===== config.mk =====
export PLATFORM = sky130hd
export DESIGN_NAME = fragment_reassembly_tracker
export DESIGN_NICKNAME = d
export VERILOG_FILES = /design/src/frt_pkg.sv /design/src/frt_row_ram.sv /design/src/frt_core.sv /design/src/fragment_reassembly_tracker.sv
export VERILOG_INCLUDE_DIRS = /design/src /design/src/src
export SDC_FILE = /design/constraint.sdc
export NUM_CORES = 2
export LEC_CHECK = 0
export BUFFER_PORTS_ARGS = -buffer_cell sky130_fd_sc_hd__buf_4
export CAP_MARGIN = 15
export CORE_MARGIN = 1
export CORE_UTILIZATION = 30
export DETAILED_ROUTE_END_ITERATION = 16
export HOLD_SLACK_MARGIN = 0.15
export SYNTH_ARGS = -nofsm -noshare
export SYNTH_HDL_FRONTEND = slang
export SYNTH_SLANG_ARGS = --single-unit

===== constraint.sdc =====
create_clock -name clk -period 49.5 [get_ports clk]
set_input_delay 9.9 -clock clk [delete_from_list [all_inputs] [get_ports clk]]
set_output_delay 9.9 -clock clk [all_outputs]
set_load 0.02 [all_outputs]

===== src/assert_macros.svh =====
// Assertion macros shared by the RTL. Every check is sampled on the rising
// edge of clk and is disabled while rst_n is low.
`ifndef ASSERT_MACROS_SVH
`define ASSERT_MACROS_SVH

// The property must hold at every sampled edge.
`define FRT_ASSERT(label, prop, msg) \
    label: assert property (@(posedge clk) disable iff (!rst_n) (prop)) else $error(msg);

// When the condition holds, the consequence must hold in the next cycle.
`define FRT_ASSERT_NEXT(label, cond, cons, msg) \
    label: assert property (@(posedge clk) disable iff (!rst_n) (cond) |=> (cons)) \
        else $error(msg);

`endif


===== src/frt_pkg.sv =====
package frt_pkg;

    localparam int FRT_MAX_FRAGMENTS = 1024;
    localparam int FRT_WORDS         = 4;
    localparam int FRT_WORD_W        = 64;
    localparam int FRT_CODE_W        = 16;
    localparam int FRT_INDEX_W       = 15;
    localparam int FRT_LAST_BIT      = 15;
    localparam int FRT_COUNT_W       = 11;
    localparam int FRT_STATUS_W      = 2;
    // Width of one presence-map row held in the row memory.
    localparam int FRT_ROW_BITS      = 128;
    localparam int FRT_ROW_SHIFT     = $clog2(FRT_ROW_BITS);

    localparam logic [FRT_STATUS_W-1:0] ST_ADDED  = 2'd0;
    localparam logic [FRT_STATUS_W-1:0] ST_DUP    = 2'd1;
    localparam logic [FRT_STATUS_W-1:0] ST_NEW    = 2'd2;
    localparam logic [FRT_STATUS_W-1:0] ST_REJECT = 2'd3;

    typedef struct packed {
        logic [FRT_WORDS-1:0][FRT_WORD_W-1:0] words;
        logic [FRT_CODE_W-1:0]                code;
    } frt_item_t;

    typedef struct packed {
        logic [FRT_COUNT_W-1:0]  expected_total;
        logic [FRT_COUNT_W-1:0]  arrived_count;
        logic                    complete;
        logic [FRT_STATUS_W-1:0] status;
    } frt_result_t;

endpackage


===== src/frt_row_ram.sv =====
module frt_row_ram
    import frt_pkg::*;
#(
    parameter int DEPTH = 8,
    parameter int AW    = 3,
    parameter int WIDTH = FRT_ROW_BITS
)
(
    input  logic             clk,
    input  logic             rd_en,
    input  logic [AW-1:0]    rd_addr,
    output logic [WIDTH-1:0] rd_data,
    input  logic             wr_en,
    input  logic [AW-1:0]    wr_addr,
    input  logic [WIDTH-1:0] wr_data
);

    logic [WIDTH-1:0] mem [DEPTH];
    logic [WIDTH-1:0] rd_data_reg;

    // A read and a write in the same cycle return the old contents.
    always_ff @(posedge clk)
    begin
        if (wr_en)
        begin
            mem[wr_addr] <= wr_data;
        end
        if (rd_en)
        begin
            rd_data_reg <= mem[rd_addr];
        end
    end

    assign rd_data = rd_data_reg;

endmodule


===== src/frt_core.sv =====
module frt_core
    import frt_pkg::*;
#(
    parameter int MAX_FRAGMENTS = FRT_MAX_FRAGMENTS
)
(
    input  logic                   clk,
    input  logic                   rst_n,
    input  logic                   rd_en,
    input  logic [FRT_INDEX_W-1:0] rd_index,
    input  logic                   adv,
    input  frt_item_t              item,
    output frt_result_t            result
);

    localparam int ROWS   = (MAX_FRAGMENTS + FRT_ROW_BITS - 1) / FRT_ROW_BITS;
    localparam int ROW_AW = (ROWS > 1) ? $clog2(ROWS) : 1;
    localparam int CNT_W  = $clog2(MAX_FRAGMENTS + 1);

    logic [FRT_WORDS-1:0][FRT_WORD_W-1:0] tmpl_words_reg;
    logic                                 tmpl_valid_reg;
    logic                                 tmpl_valid_next;
    logic                                 tmpl_load;
    logic [CNT_W-1:0]                     arrived_reg;
    logic [CNT_W-1:0]                     arrived_next;
    logic [CNT_W-1:0]                     known_reg;
    logic [CNT_W-1:0]                     known_next;
    logic [ROWS-1:0]                      row_valid_reg;
    logic [ROWS-1:0]                      row_valid_next;
    logic [ROW_AW-1:0]                    fwd_row_reg;
    logic [FRT_ROW_BITS-1:0]              fwd_data_reg;

    logic [FRT_INDEX_W-1:0]  idx;
    logic                    last;
    logic [ROW_AW-1:0]       row;
    logic [ROW_AW-1:0]       rd_row;
    logic [FRT_ROW_BITS-1:0] ram_data;
    logic [FRT_ROW_BITS-1:0] row_data;
    logic [FRT_ROW_BITS-1:0] onehot;
    logic [FRT_ROW_BITS-1:0] wr_data;
    logic                    wr_en;
    logic                    in_map;
    logic                    match;
    logic                    beyond;
    logic                    bit_set;
    logic [CNT_W-1:0]        idx_plus_one;
    logic [FRT_STATUS_W-1:0] status;

    assign idx    = item.code[FRT_INDEX_W-1:0];
    assign last   = item.code[FRT_LAST_BIT];
    assign row    = ROW_AW'(idx >> FRT_ROW_SHIFT);
    assign rd_row = ROW_AW'(rd_index >> FRT_ROW_SHIFT);
    assign onehot = FRT_ROW_BITS'(1) << idx[FRT_ROW_SHIFT-1:0];

    frt_row_ram #(
        .DEPTH (ROWS),
        .AW    (ROW_AW),
        .WIDTH (FRT_ROW_BITS)
    ) u_row_ram (
        .clk     (clk),
        .rd_en   (rd_en),
        .rd_addr (rd_row),
        .rd_data (ram_data),
        .wr_en   (wr_en && adv),
        .wr_addr (row),
        .wr_data (wr_data)
    );

    // A row whose valid bit is clear belongs to an earlier packet and reads
    // as empty. The last written row is forwarded because the memory read
    // may have been issued in the same cycle as that write.
    always_comb
    begin
        if (!row_valid_reg[row])
        begin
            row_data = '0;
        end
        else if (fwd_row_reg == row)
        begin
            row_data = fwd_data_reg;
        end
        else
        begin
            row_data = ram_data;
        end
    end

    assign in_map       = {1'b0, idx} < 16'(MAX_FRAGMENTS);
    assign match        = tmpl_valid_reg && (tmpl_words_reg == item.words);
    assign beyond       = (known_reg != '0) && ({1'b0, idx} >= 16'(known_reg));
    assign bit_set      = |(row_data & onehot);
    assign idx_plus_one = CNT_W'(idx) + CNT_W'(1);

    always_comb
    begin
        status          = ST_REJECT;
        wr_en           = 1'b0;
        wr_data         = row_data | onehot;
        tmpl_valid_next = tmpl_valid_reg;
        tmpl_load       = 1'b0;
        arrived_next    = arrived_reg;
        known_next      = known_reg;
        row_valid_next  = row_valid_reg;
        if (!in_map)
        begin
            status = ST_REJECT;
        end
        else if (!match)
        begin
            // New packet: every row of the old packet is dropped at once.
            status              = ST_NEW;
            wr_en               = 1'b1;
            wr_data             = onehot;
            tmpl_valid_next     = 1'b1;
            tmpl_load           = 1'b1;
            row_valid_next      = '0;
            row_valid_next[row] = 1'b1;
            arrived_next        = CNT_W'(1);
            known_next          = last ? idx_plus_one : '0;
        end
        else if (beyond)
        begin
            status = ST_REJECT;
        end
        else
        begin
            if (bit_set)
            begin
                status = ST_DUP;
            end
            else
            begin
                status              = ST_ADDED;
                wr_en               = 1'b1;
                row_valid_next[row] = 1'b1;
                arrived_next        = arrived_reg + CNT_W'(1);
            end
            if (last)
            begin
                known_next = idx_plus_one;
            end
        end
    end

    always_ff @(posedge clk or negedge rst_n)
    begin
        if (!rst_n)
        begin
            tmpl_valid_reg <= 1'b0;
            arrived_reg    <= '0;
            known_reg      <= '0;
            row_valid_reg  <= '0;
        end
        else if (adv)
        begin
            tmpl_valid_reg <= tmpl_valid_next;
            arrived_reg    <= arrived_next;
            known_reg      <= known_next;
            row_valid_reg  <= row_valid_next;
        end
    end

    always_ff @(posedge clk)
    begin
        if (adv && tmpl_load)
        begin
            tmpl_words_reg <= item.words;
        end
        if (adv && wr_en)
        begin
            fwd_row_reg  <= row;
            fwd_data_reg <= wr_data;
        end
    end

    assign result.status         = status;
    assign result.complete       = (known_next != '0) && (arrived_next == known_next);
    assign result.arrived_count  = FRT_COUNT_W'(arrived_next);
    assign result.expected_total = FRT_COUNT_W'(known_next);

endmodule


===== src/fragment_reassembly_tracker.sv =====
// Fragment reassembly tracker. Each transfer on the slave side carries one
// fragment header: four 64-bit sequence words and a 16-bit fragment code whose
// top bit marks the last fragment and whose low 15 bits give the fragment
// index. A header whose words differ from the held template starts a new
// packet; a matching header marks its fragment in the presence map, and a
// repeated fragment is reported as a duplicate. Indexes at or above
// MAX_FRAGMENTS, or at or above the total fixed by a last fragment, are
// rejected without changing any state. Exactly one result transfer leaves the
// master side for every header taken, in order. The block takes one header
// per clock cycle when the master side keeps up. A header that is taken sits
// in the input stage, and its result is loaded into the result register and
// offered on the master side once that register is free or its transfer
// completes. This rate is set by the single read-modify-write of a
// presence-map row per header, with the row written by the previous header
// forwarded to the next one. The presence map lives in a memory of 128-bit
// rows with one valid flip-flop per row, so starting a new packet clears the
// map at once and no clearing pass is needed after reset.
`include "assert_macros.svh"

module fragment_reassembly_tracker
    import frt_pkg::*;
#(
    parameter int MAX_FRAGMENTS = FRT_MAX_FRAGMENTS
)
(
    input  logic         clk,
    input  logic         rst_n,
    // s_tdata fields from bit 0 up: old_state_number[63:0],
    // new_state_number[127:64], ack_number[191:128], discard_number[255:192],
    // fragment_code[271:256].
    input  logic         s_tvalid,
    output logic         s_tready,
    input  logic [271:0] s_tdata,
    // m_tdata fields from bit 0 up: status[1:0], complete[2],
    // arrived_count[13:3], expected_total[24:14], zero fill[31:25].
    output logic         m_tvalid,
    input  logic         m_tready,
    output logic [31:0]  m_tdata
);

    localparam int CODE_LSB = FRT_WORDS * FRT_WORD_W;

    logic        accept;
    logic        adv;
    logic        s1_valid_reg;
    logic        s1_valid_next;
    frt_item_t   item_reg;
    logic        m_valid_reg;
    logic        m_valid_next;
    frt_result_t res_reg;
    frt_result_t result;

    // The input stage moves on whenever the result register is free or its
    // transfer completes in this cycle, so a header is taken every cycle.
    assign adv      = s1_valid_reg && (!m_valid_reg || m_tready);
    assign s_tready = !s1_valid_reg || adv;
    assign accept   = s_tvalid && s_tready;

    always_comb
    begin
        s1_valid_next = s1_valid_reg;
        if (accept)
        begin
            s1_valid_next = 1'b1;
        end
        else if (adv)
        begin
            s1_valid_next = 1'b0;
        end

        m_valid_next = m_valid_reg;
        if (adv)
        begin
            m_valid_next = 1'b1;
        end
        else if (m_tready)
        begin
            m_valid_next = 1'b0;
        end
    end

    always_ff @(posedge clk or negedge rst_n)
    begin
        if (!rst_n)
        begin
            s1_valid_reg <= 1'b0;
            m_valid_reg  <= 1'b0;
        end
        else
        begin
            s1_valid_reg <= s1_valid_next;
            m_valid_reg  <= m_valid_next;
        end
    end

    always_ff @(posedge clk)
    begin
        if (accept)
        begin
            item_reg.words[0] <= s_tdata[0*FRT_WORD_W +: FRT_WORD_W];
            item_reg.words[1] <= s_tdata[1*FRT_WORD_W +: FRT_WORD_W];
            item_reg.words[2] <= s_tdata[2*FRT_WORD_W +: FRT_WORD_W];
            item_reg.words[3] <= s_tdata[3*FRT_WORD_W +: FRT_WORD_W];
            item_reg.code     <= s_tdata[CODE_LSB +: FRT_CODE_W];
        end
        if (adv)
        begin
            res_reg <= result;
        end
    end

    // The presence-map row is read as the header is taken, so the row data
    // lines up with the header in the input stage.
    frt_core #(
        .MAX_FRAGMENTS (MAX_FRAGMENTS)
    ) u_core (
        .clk      (clk),
        .rst_n    (rst_n),
        .rd_en    (accept),
        .rd_index (s_tdata[CODE_LSB +: FRT_INDEX_W]),
        .adv      (adv),
        .item     (item_reg),
        .result   (result)
    );

    assign m_tvalid = m_valid_reg;
    assign m_tdata  = {7'b0, res_reg.expected_total, res_reg.arrived_count,
                       res_reg.complete, res_reg.status};

    `FRT_ASSERT(a_new_packet_count, !m_valid_reg || res_reg.status != ST_NEW || res_reg.arrived_count == FRT_COUNT_W'(1), "new packet must report one fragment")
    `FRT_ASSERT(a_complete_counts, !m_valid_reg || !res_reg.complete || (res_reg.expected_total != '0 && res_reg.arrived_count == res_reg.expected_total), "complete flag disagrees with counts")
    `FRT_ASSERT_NEXT(a_stage_refills, s1_valid_reg && m_valid_reg && m_tready, m_valid_reg, "pending header did not reach result register")

endmodule


== Word-level counts from Yosys, hierarchy flattened ==
Memories as Yosys holds them, arrays and structs flattened. A register that Yosys moved wholly into a read port is not among the register bits.
Cells that the tools add are included.
Word-level totals
  flip-flop bits (word level): 717
  RAM bits: 1024
  input port bits: 276
  output and inout port bits: 34
  memories kept: 1
Memories
  u_core.u_row_ram.mem: depth 8, width 128, rd ports 1, clocked after Yosys merged registers in 1, wr ports 1, line frt_row_ram.sv:18  | logic [WIDTH-1:0] mem [DEPTH];
Cells by class
  $add $sub $neg: 2
  order comparisons: 4
  eq/ne operators: 5
  shifts and indexed selects: 1
  muxes and demuxes: 35
  bitwise operators: 5
  reduce and logical (&&, ||, !) cells: 20
Operator list (number)
  128-bit two-way mux: 4
  256-bit equality test: 1
  128-bit AND: 1
  128-bit bitwise OR: 1
  128-bit OR reduction: 1
  1-bit by 7-bit left shift with 128-bit output (first input constant): 1
  11-bit two-way mux: 9
  8-bit two-way mux: 3
  11-bit by 1-bit adder with 11-bit output (second input constant): 2
  11-bit nonzero test: 2
  1-bit two-way mux: 17
  15-bit by 11-bit greater-or-equal comparator with 1-bit output: 1
  15-bit by 11-bit < comparator with 1-bit output (second input constant): 1
  11-bit equality test: 1
  1-bit logical AND: 8
  8-bit bitwise OR: 1
  3-bit by 4-bit < comparator with 1-bit output (second input constant): 1
  2-bit inequality test (second input constant): 2
  4-bit AND reduction: 1
  2-bit nonzero test: 2
  1-bit binary-select mux with 3-bit select: 1
  1-bit demux with 3-bit select: 1
  3-bit equality test: 1
  3-bit by 1-bit greater-or-equal comparator with 1-bit output (second input constant): 1
  5 further kinds: 8

== Longest topological paths before layout ==
  word-level depth: 12
  mapped depth: 17
  depth with buffers taken out: 15

== Cells and area by module ==
Synthesis repeated with hierarchy kept, for this count alone.
Second synthesis, totals
  cells, all modules: 3818
  area total of the unflattened synthesis: 74326.3 um2
Modules (own cells, without submodules)
  frt_row_ram: times used 1, cells an instance 1620, area an instance 42836.1 um2
  frt_core: times used 1, cells an instance 1885, area an instance 22411.5 um2
  fragment_reassembly_tracker: times used 1, cells an instance 313, area an instance 9078.7 um2

== Least setup slack after synthesis ==
No wires, ideal clock.
  path kind: input-to-reg
  start point: in m_tready
  end point: mem u_core.u_row_ram.mem[0][0] (netlist name), enable pin
  library setup time: 0.773 ns
  arrival time: 22.347 ns
  required time: 48.727 ns
  slack: 26.379 ns
  stages: 7
  path through: nand2b_1 -> nand2_1 -> inv_2 -> o21ai_0 -> inv_1 -> nand2_1 -> nor3_1
On the way
  word-level cells in the longest chain between the ends: 5
RTL lines
  start, declared: line fragment_reassembly_tracker.sv:37  | input logic m_tready,
  1-bit logical OR: line fragment_reassembly_tracker.sv:55  | assign adv = s1_valid_reg && (!m_valid_reg || m_tready);
  1-bit logical AND: line fragment_reassembly_tracker.sv:55
  1-bit logical AND: line frt_core.sv:64  | .wr_en (wr_en && adv),
  named net u_core.u_row_ram.wr_en: line frt_row_ram.sv:13  | input logic wr_en,
  1-bit two-way mux: line frt_row_ram.sv:24  | if (wr_en)
  1-bit two-way mux (not written as such): line frt_row_ram.sv:26  | mem[wr_addr] <= wr_data;
  end, declared: line frt_row_ram.sv:18
The timed path passes the listed nets, and every way through them passes these cells.

== Final worst setup path ==
  start point: in m_tready
  end point: out s_tready
On the way
  word-level cells in the longest chain between the ends: 3
RTL lines
  1-bit logical OR: line fragment_reassembly_tracker.sv:55
  1-bit logical AND: line fragment_reassembly_tracker.sv:55
  1-bit logical OR: line fragment_reassembly_tracker.sv:56  | assign s_tready = !s1_valid_reg || adv;
  end, declared: line fragment_reassembly_tracker.sv:32  | output logic s_tready,
No other way between the ends.

==> flow_metrics.py <==
metrics = {
    "global_routing": {
        "gr-total-overflow": 0,
        "grt_use_total_pct": 15.0,
        "grt_start_max_net_pins": 163,
        "grt_pass1_vias": 37400,
        "antenna_found_initial": 18,
        "grt_pass1_wl_um": 267000,
    },
    "synth": {
        "syn_area_per_cell_um2": 19.4,
        "synth_top_family_by_area": "multiplexers",
        "synth-seq-cells": 1869,
        "synth_edf_count": 1836,
        "async_flop_share_pct": 1.77,
        "postSynthCellCount": 3737,
        "ys.flop_type": "edfxtp_1",
        "yosys.area_share.adder_pct": 0.310,
        "ys_seq_area_share_pct": 77.1,
        "yosysWarnings": 0,
        "yosys-top-cells-area": "edfxtp_1, mux4_2, mux2_2, mux2i_1, xnor2_1",
        "synth_compound_area_share_pct": 3.75,
        "synth_simple_gate_area_share_pct": 3.83,
        "yosysUniqueCellTypes": 78,
        "yosysTopAreaCell": "edfxtp_1",
        "synthXorXnorAreaFrac_pct": 1.84,
        "synthMuxAreaShare_pct": 11.7,
        "yosysTopAreaCellShare_pct": 75.9,
        "syn_area_um2": 72600,
    },
    "critical_path": {
        "crit_path_start_kind": "input port",
        "path_cells": "buf_4, nand3b_1, buf_4",
        "endpoint_kind": "output port",
        "regToRegSetupSlack_ns": 40.18,
        "crit_family": "buffers and inverters",
        "cp.required_ns": 39.60,
        "crit_path_max_fanout": 3,
        "cp_slowest_stage_delay_ns": 0.29,
        "critPathBufInv": 2,
        "worst_path_max_delay_cell": "nand3b_1",
        "arrival_ns": 10.55,
        "path_common_cell": "buf_4",
        "worstSetupPathType": "in2out",
    },
    "cells_and_area": {
        "final_cells": 7507,
        "largest_reg_flops": 1024,
        "multi_input_area_um2": 15700,
        "drive_above_1_share_pct": 24.6,
        "fin_util_pct": 35.4,
        "area_growth_pct": 17.2,
        "seqCellArea_um2": 56000,
        "fillers": 22400,
        "nNetsFinal": 4455,
    },
    "clock_network": {
        "cts_tree": "yes",
        "postCtsSetupBuffers": 0,
        "cts_buffers": 188,
        "cts_resized": 0,
        "clk_pin_slew_ns": 0.06,
        "cts_sinks": 1869,
        "htree_num_levels": 4,
        "worstSkewPairLatency_ns": 0.85,
        "cts_buffer_depth": 3,
        "root_buffer": "clkbuf_16",
        "ctsHoldBuffers": 0,
    },
    "placement": {
        "gp_congestion": 0.848,
        "place_inst": 7156,
        "io_buffers": 302,
        "hpwlAfterDp_um": 115000,
    },
    "timing": {
        "hold_viol": 0,
        "rsz0062_at_grt": "no",
        "fin_worst_skew_ns": 0.0624,
        "period_minus_slack_ns": 20.45,
        "max_freq_mhz": 48.9,
        "slew_headroom_pct": 12.1,
        "setup-violations-final": 0,
        "worst_pin_slew_ns": 1.30,
        "setup-tns-final_ns": 0,
        "drv_slew": 0,
        "post-route-period-util_pct": 41.3,
    },
    "floorplanning": {
        "core-area_um2": 241000,
        "die_h_um": 494,
        "ios": 310,
        "rows": 180,
        "die_w_um": 494,
        "die_area_um2": 244000,
        "start_util_pct": 30.2,
    },
    "power": {
        "irDropWorstVdd_mv": 0.0384,
        "p_per_area_nw_per_um2": 40.3,
        "power_leakage_nw": 27.5,
        "finalPower_mw": 3.43,
    },
    "drt": {
        "postRouteAntennaNets": 0,
        "vias": 37500,
        "viasPerCell": 4.99,
        "drc_errors": 0,
        "avgRoutedWirePerCell_um": 24.9,
        "firstDrtPassIters": 7,
        "drtIter0Drc": 3789,
        "finalWirelength_um": 187000,
    },
    "min_path": {
        "hold_class": "reg2reg",
    },
    "run": {
        "cap_viol_max_count": 0,
    },
    "outcome": {
        "status": "finished, final reports clean",
    },
}
worst reg2reg max path: stages, from the launching register on:
cell	delay (ns)
edfxtp_1	0.85
xor2_2	0.39
nor3_4	0.31
buf_4	0.38
buf_4	0.71
mux2_2	0.48
a22oi_1	0.30
o21ai_0	0.17
o311ai_0	0.66
nand4_1	0.54
nor3_2	0.59
o21ai_0	0.37
inv_6	0.54
nand2_1	0.34
nor2_4	0.68
buf_4	0.71
buf_4	0.84
routing by layer:
layer  up-vias  share of wire [%]  GRT usage, %
met4        30                2.4          3.97
li1      16000                  -             -
met3       278                8.8          4.14
met2      1448                 46          23.4
met1     19700                 43          20.4
met5         -              0.098             0
where the power goes:
part	switching, mW	total (mW)	internal (mW)	leakage [nW]
clock	0.615	1.40	0.785	2.92
combinational	0.134	0.211	0.0777	7.17
sequential	0.0227	1.82	1.80	17.4
total	0.771	3.43	2.66	27.5
Yosys cell counts (7+ instances only):
cell type / count
buf_2: 8
nand4_1: 58
nor3_1: 8
inv_1: 127
o32ai_1: 16
a2111o_1: 13
buf_4: 10
a221oi_1: 8
nand3_1: 37
mux2i_1: 115
edfxtp_1: 1836
or4_1: 7
a21oi_1: 23
nor2b_1: 70
mux4_2: 256
buf_1: 38
dfrtp_1: 33
a2111oi_0: 15
o21ai_0: 103
o2111ai_1: 20
nand2_1: 135
and3_1: 15
a22o_1: 14
xor2_1: 47
mux2_2: 138
nor4_1: 40
ha_1: 18
and2_1: 21
clkbuf_1: 89
o22ai_1: 111
o31ai_1: 11
nand2b_1: 55
xnor2_1: 100
nor2_1: 46
a21o_1: 19
through the flow:
| stage | setup WS (ns) | area (um^2) | hold slack, ns |
|---|---|---|---|
| after CTS | 29.00 | 85100 | 0.431 |
| after detailed placement | 29.00 | 79000 | 0.435 |
| final | 29.05 | 85100 | 0.432 |
| after global placement | 29.02 | 79000 | 0.434 |
| after floorplan | 26.38 | 72600 | 0.426 |
| after global routing | 29.01 | 85100 | 0.448 |
kinds of logic after synthesis:
logic type / count (synthesis)
fa+ha+maj: 18
xor+xnor: 150
flops: 1869
compound gates: 398
other cells: 1
mux: 511
buf+inv: 275
simple gates: 515
worst paths after layout:
check,start,end,cells past startpoint
worst max-delay path,m_tready,s_tready,3
worst min-delay path,item_reg[167]$_DFFE_PP_,u_core.tmpl_words_reg[151]$_DFFE_PP_,0
worst max register to register,item_reg[8]$_DFFE_PP_,u_core.u_row_ram.mem[3][13]$_DFFE_PP_,16
worst min register to register,item_reg[167]$_DFFE_PP_,u_core.tmpl_words_reg[151]$_DFFE_PP_,0
max in group asynchronous,rst_n,u_core.known_reg[3]$_DFFE_PN0P_,1
min in group asynchronous,rst_n,s1_valid_reg$_DFFE_PN0P_,1
final cells by class:
cell class                      count  share of cell area (%)
Multi-Input combinational cell   1599                    18.4
Antenna cell                        8                  0.0235
Tap cell                         3185                    4.68
Timing Repair Buffer              375                    3.38
Clock buffer                      238                    5.75
Inverter                          128                   0.579
Clock inverter                    105                    1.37
Sequential cell                  1869                    65.8
cell usage in the layout (no fill, tap or decap), types with 18 or more instances in the layout:
| cell type | n |
|---|---|
| mux2_2 | 138 |
| mux2i_1 | 115 |
| clkbuf_1 | 50 |
| nand2_1 | 134 |
| dfrtp_1 | 33 |
| nor2b_1 | 69 |
| inv_1 | 125 |
| nand2b_1 | 55 |
| mux4_2 | 256 |
| clkinv_1 | 36 |
| nand4_1 | 58 |
| o21ai_0 | 103 |
| nor4_1 | 40 |
| ha_1 | 18 |
| edfxtp_1 | 1836 |
| and2_1 | 19 |
| a21oi_1 | 23 |
| o22ai_1 | 111 |
| clkbuf_16 | 188 |
| a21o_1 | 19 |
| xor2_1 | 47 |
| buf_4 | 366 |
| xnor2_1 | 100 |
| nor2_1 | 39 |
| nand3_1 | 37 |
| o2111ai_1 | 20 |
| clkinv_2 | 30 |
Note: power is estimated with default switching activity, not from simulation.
